[src/dht_pkg.sv]
// Shared widths and codes for the double-hashing key-value table.
package dht_pkg;

  localparam int KEY_W  = 31;
  localparam int VAL_W  = 32;
  localparam int ACT_W  = 2;
  localparam int STAT_W = 2;
  localparam int PC_W   = 10;
  localparam int SLOT_W = 2;

  localparam logic [ACT_W-1:0] ACT_INSERT = 2'd0;
  localparam logic [ACT_W-1:0] ACT_SEARCH = 2'd1;
  localparam logic [ACT_W-1:0] ACT_DELETE = 2'd2;

  localparam logic [STAT_W-1:0] RES_OK      = 2'd0;
  localparam logic [STAT_W-1:0] RES_FULL    = 2'd1;
  localparam logic [STAT_W-1:0] RES_MISSING = 2'd2;

  localparam logic [SLOT_W-1:0] SLOT_EMPTY   = 2'd0;
  localparam logic [SLOT_W-1:0] SLOT_USED    = 2'd1;
  localparam logic [SLOT_W-1:0] SLOT_DELETED = 2'd2;

endpackage

[src/dht_hash.sv]
// Remainder unit: home slot and probe stride of a key by reciprocal multiplication.
module dht_hash #(
  parameter int SLOTS = 1021
) (
  input  logic                         clk,
  input  logic                         rst,
  input  logic                         start,
  input  logic [dht_pkg::KEY_W-1:0]    key,
  output logic                         done,
  output logic [$clog2(SLOTS)-1:0]     first,
  output logic [$clog2(SLOTS)-1:0]     stride
);

  localparam int IW   = $clog2(SLOTS);
  localparam int MW   = 32;
  localparam int SH_A = dht_pkg::KEY_W + $clog2(SLOTS);
  localparam int SH_B = dht_pkg::KEY_W + $clog2(SLOTS - 1);
  localparam logic [MW-1:0] RCP_A =
    MW'(((64'd1 << SH_A) + 64'(SLOTS - 1)) / 64'(SLOTS));
  localparam logic [MW-1:0] RCP_B =
    MW'(((64'd1 << SH_B) + 64'(SLOTS - 2)) / 64'(SLOTS - 1));

  typedef enum logic [5:0] {
    H_IDLE  = 6'b000001,
    H_RCPA  = 6'b000010,
    H_RCPB  = 6'b000100,
    H_BACKA = 6'b001000,
    H_BACKB = 6'b010000,
    H_LAST  = 6'b100000
  } hash_state_t;

  hash_state_t               hstate;
  logic [dht_pkg::KEY_W-1:0] key_q;
  logic [MW-1:0]             quo_a;
  logic [MW-1:0]             quo_b;
  logic [MW-1:0]             mul_a;
  logic [MW-1:0]             mul_b;
  logic [2*MW-1:0]           prod;
  logic [2*MW-1:0]           prod_next;
  logic [MW-1:0]             rem_next;
  logic [IW-1:0]             ra;
  logic [IW-1:0]             rb;

  always_comb begin
    mul_a = '0;
    mul_b = '0;
    unique case (hstate)
      H_RCPA: begin
        mul_a = MW'(key_q);
        mul_b = RCP_A;
      end
      H_RCPB: begin
        mul_a = MW'(key_q);
        mul_b = RCP_B;
      end
      H_BACKA: begin
        mul_a = quo_a;
        mul_b = MW'(SLOTS);
      end
      H_BACKB: begin
        mul_a = quo_b;
        mul_b = MW'(SLOTS - 1);
      end
      default: begin
      end
    endcase
    prod_next = mul_a * mul_b;
    rem_next  = MW'(key_q) - prod[MW-1:0];
  end

  always_ff @(posedge clk) begin
    if (rst) begin
      hstate <= H_IDLE;
      done   <= 1'b0;
    end else begin
      done <= 1'b0;
      unique case (hstate)
        H_IDLE: begin
          if (start) begin
            hstate <= H_RCPA;
          end
        end
        H_RCPA: begin
          hstate <= H_RCPB;
        end
        H_RCPB: begin
          hstate <= H_BACKA;
        end
        H_BACKA: begin
          hstate <= H_BACKB;
        end
        H_BACKB: begin
          hstate <= H_LAST;
        end
        H_LAST: begin
          hstate <= H_IDLE;
          done   <= 1'b1;
        end
        default: begin
          hstate <= H_IDLE;
        end
      endcase
    end
  end

  always_ff @(posedge clk) begin
    if (start && hstate == H_IDLE) begin
      key_q <= key;
    end
    prod <= prod_next;
    if (hstate == H_RCPB) begin
      quo_a <= MW'(prod >> SH_A);
    end
    if (hstate == H_BACKA) begin
      quo_b <= MW'(prod >> SH_B);
    end
    if (hstate == H_BACKB) begin
      ra <= IW'(rem_next);
    end
    if (hstate == H_LAST) begin
      rb <= IW'(rem_next);
    end
  end

  assign first  = ra;
  assign stride = rb + 1'b1;

endmodule

[config.mk]
export PLATFORM = sky130hd
export DESIGN_NAME = dht_hash
export DESIGN_NICKNAME = d
export VERILOG_FILES = /design/src/dht_pkg.sv /design/src/dht_hash.sv
export SDC_FILE = /design/constraint.sdc
export NUM_CORES = 1
export LEC_CHECK = 0
export BUFFER_PORTS_ARGS = -buffer_cell sky130_fd_sc_hd__buf_2
export CAP_MARGIN = 20
export CORE_MARGIN = 5
export CORE_UTILIZATION = 29
export DETAILED_ROUTE_END_ITERATION = 8
export MAX_ROUTING_LAYER = met4
export PLACE_DENSITY = 0.39
export SYNTH_ARGS = -nofsm -noshare
export SYNTH_HDL_FRONTEND = slang
export SYNTH_SLANG_ARGS = --single-unit
[constraint.sdc]
create_clock -name clk -period 15.13 [get_ports clk]
set_clock_uncertainty 0.2 [all_clocks]
set_input_delay 3.026 -clock clk [delete_from_list [all_inputs] [get_ports clk]]
set_output_delay 3.026 -clock clk [all_outputs]
set_load 0.05 [all_outputs]
==> metrics.yaml <==
core_sq_mm: 0.0787
register_area_sq_mm: 0.00363
setup_viol: 0
required_ns: 15.34
antenna_found_initial: 4
rsz0062_at_grt: "no"
synth_edf_count: 95
critPathTopFamily: "adder cells"
cts.repair.resized: 0
crit_path_end_kind: "flop"
clk_pin_slew_worst_paths_ns: 0.08
yosys.area.top_type: "fa_1"
viasPerCell: 4.60
seq_power_share: 0.314
dieHeight_um: 291
synth_async_sr_flop_share: 0
p_sw_uw: 525
final_nets: 3183
postPlaceCellArea_sq_mm: 0.0247
cts_num_sinks: 134
cts-root-buf: "clkbuf_16"
final_hold_viol_count: 0
synth_top_area_frac: 0.352
cts-buffers-inserted: 17
drt_iter0_drc: 931
irDropWorstVdd_mv: 0.0699
synth_most_common_cell: "inv_1"
synth_common_cells: "inv_1 (591), fa_1 (404), ha_1 (400)"
syn2layout_area_growth_pct: 10.1
vias: 15700
hpwl_mm: 66.6
grt_usage: 0.187
wirelength_mm: 75.4
yosysWarnings: 0
cts_tree: "yes"
drive_gt1_frac: 0.0547
path_depth: 27
wire_per_inst_um: 22.1
setup_tns_ns: 0
cp_slowest_stage_delay_ns: 0.83
crit_path_max_fanout: 26
postLayoutCoreUtil: 0.321
ctsHoldBuffers: 0
dieArea_sq_mm: 0.0849
cts_buffer_depth: 2
fillers: 8115
synth-main-ff-cell: "edfxtp_1"
p_clk_frac: 0.333
grt_overflow: 0
drcViolationCount: 0
cp-endpoint: "prod[60]"
gp_congestion: 0.885
ys_seq_area_frac: 0.158
synth_cell_types: 57
power_uw: 1340
p_sw_frac: 0.394
hold_path.class: "flop to flop"
finalMaxSlewViolations: 0
power_density_mw_per_mm2: 52.8
fin_crit_ns: 9.94
path_buf_inv: 5
p_leak_uw: 0.0136
tightest_slew_ns: 1.03
status: "finished clean"
detail-route-antenna-nets: 0
placement.io_buffers: 54
postCtsSetupBuffers: 0
synth_area_leaders: "fa_1 (35%), ha_1 (22%), edfxtp_1 (12%), inv_1 (9.7%), dfxtp_1 (3.4%)"
r2r_end: "prod[60]"
critPathSlowestCell: "and4b_2"
cp_common_cell: "fa_1"
clkLatencyLatePin_ns: 0.50
syn-instance-count: 2255
die_w_um: 291
startpoint: "hstate[4]"
internal-power_uw: 810
ios: 55
path_class: "flop to flop"
grt_pass1_wl_mm: 113
critPathLaunchType: "flop"
crit-reg2reg-launch: "hstate[4]"
ys_seq_elements: 134
maxCapViolations: 0
syn_avg_cell_area_sq_um: 10.2
syn-cell-area_sq_mm: 0.0230
fp-row-count: 103
htree_levels: 4
drt_pre_antenna_iters: 5
finalCritPeriodShare: 0.657
multiInputGateArea_sq_mm: 0.0171
start_util: 0.292
combPwrFrac: 0.353
r2r_setup_slack_ns: 5.19
r2r_cells: 27
max_freq_mhz: 101
whs_ns: 0.231
grt_start_max_net_pins: 35
relSlewSlack: 0.313
cp.arrival_ns: 10.15
grt_pass1_vias: 17300
stdcell_area_sq_mm: 0.0253
-- sequential cells by signal, indices dropped and copies added, names as in the netlist --
register and cells:
done 1, first 10, hstate 6, key_q 31
prod 32, quo_a 22, quo_b 22, rb 10
-- power groups by stage --
stage | Combinational (uW) | Sequential (uW) | Clock [uW]
2_1_floorplan | 321 | 420 | 0
3_3_place_gp | 477 | 428 | 0
3_5_place_dp | 475 | 428 | 0
4_1_cts | 481 | 419 | 464
5_1_grt | 531 | 420 | 476
6_report | 472 | 419 | 445
-- how the worst min path moves through the flow --
stage	start	end	slack, ns	cells past startpoint
4_1_cts	prod[41]	quo_a[0]	0.23	0
3_5_place_dp	prod[41]	quo_b[0]	0.22	0
5_1_grt	prod[61]	quo_b[20]	0.24	0
2_1_floorplan	prod[41]	quo_a[0]	0.20	0
6_report	prod[46]	quo_a[5]	0.23	0
3_3_place_gp	prod[42]	quo_a[1]	0.21	0
-- cell usage in the layout (no fill, tap or decap), types with 6 or more instances in the layout --
master       n
inv_1      590
fa_1       404
ha_1       400
nor2_1     132
nand2_1     95
edfxtp_1    95
a21oi_1     72
buf_2       54
dfxtp_1     39
and2_1      38
conb_1      37
a21o_1      36
o21ai_0     34
xnor2_1     33
inv_2       22
nand4_1     21
nand3_1     20
clkbuf_16   17
nor3_1      15
a22o_1      13
xor2_1      13
nand2b_1    12
o21ai_1     12
buf_4       12
and3_1      10
a211oi_1    10
o211ai_1     9
o21bai_1     8
a31oi_1      8
nor4_1       8
a22oi_1      7
or2_1        6
nor2b_1      6
-- cells by family (layout without fill, tap and decap cells) --
family          count (synthesis)  after routing  share of synthesized area
compound gates                246            246                     0.0701
simple gates                  380            380                     0.0786
fa+ha+maj                     804            804                      0.570
xor+xnor                       46             46                     0.0175
other cells                     2             40                   0.000327
flops                         134            134                      0.158
buf+inv                       643            711                      0.105
-- layout make-up --
| class | count | share of cell area |
|---|---|---|
| diodes | 3 | 0.000297 |
| clock buffers | 17 | 0.0168 |
| clock inverters | 15 | 0.00619 |
| inverters | 613 | 0.0910 |
| multi-input cells | 1513 | 0.676 |
| flip-flops and latches | 134 | 0.144 |
| well taps | 1050 | 0.0520 |
| repair buffers | 66 | 0.0143 |
-- routing by layer --
layer,part of all wire,wire length [um],GRT usage
met1,0.47,35800,0.260
met3,0.046,3460,0.0354
met2,0.46,34300,0.283
met5,0,0,-
met4,0.024,1830,0.0509
-- through the flow --
| step | std cells | worst slack (ns) |
|---|---|---|
| after detailed placement | 3376 | 5.29 |
| final | 3411 | 5.19 |
| after CTS | 3408 | 5.22 |
| after global placement | 3376 | 5.36 |
| after global routing | 3410 | 4.69 |
| after floorplan | 2290 | 6.35 |
Power figures use the tool's default switching activity.
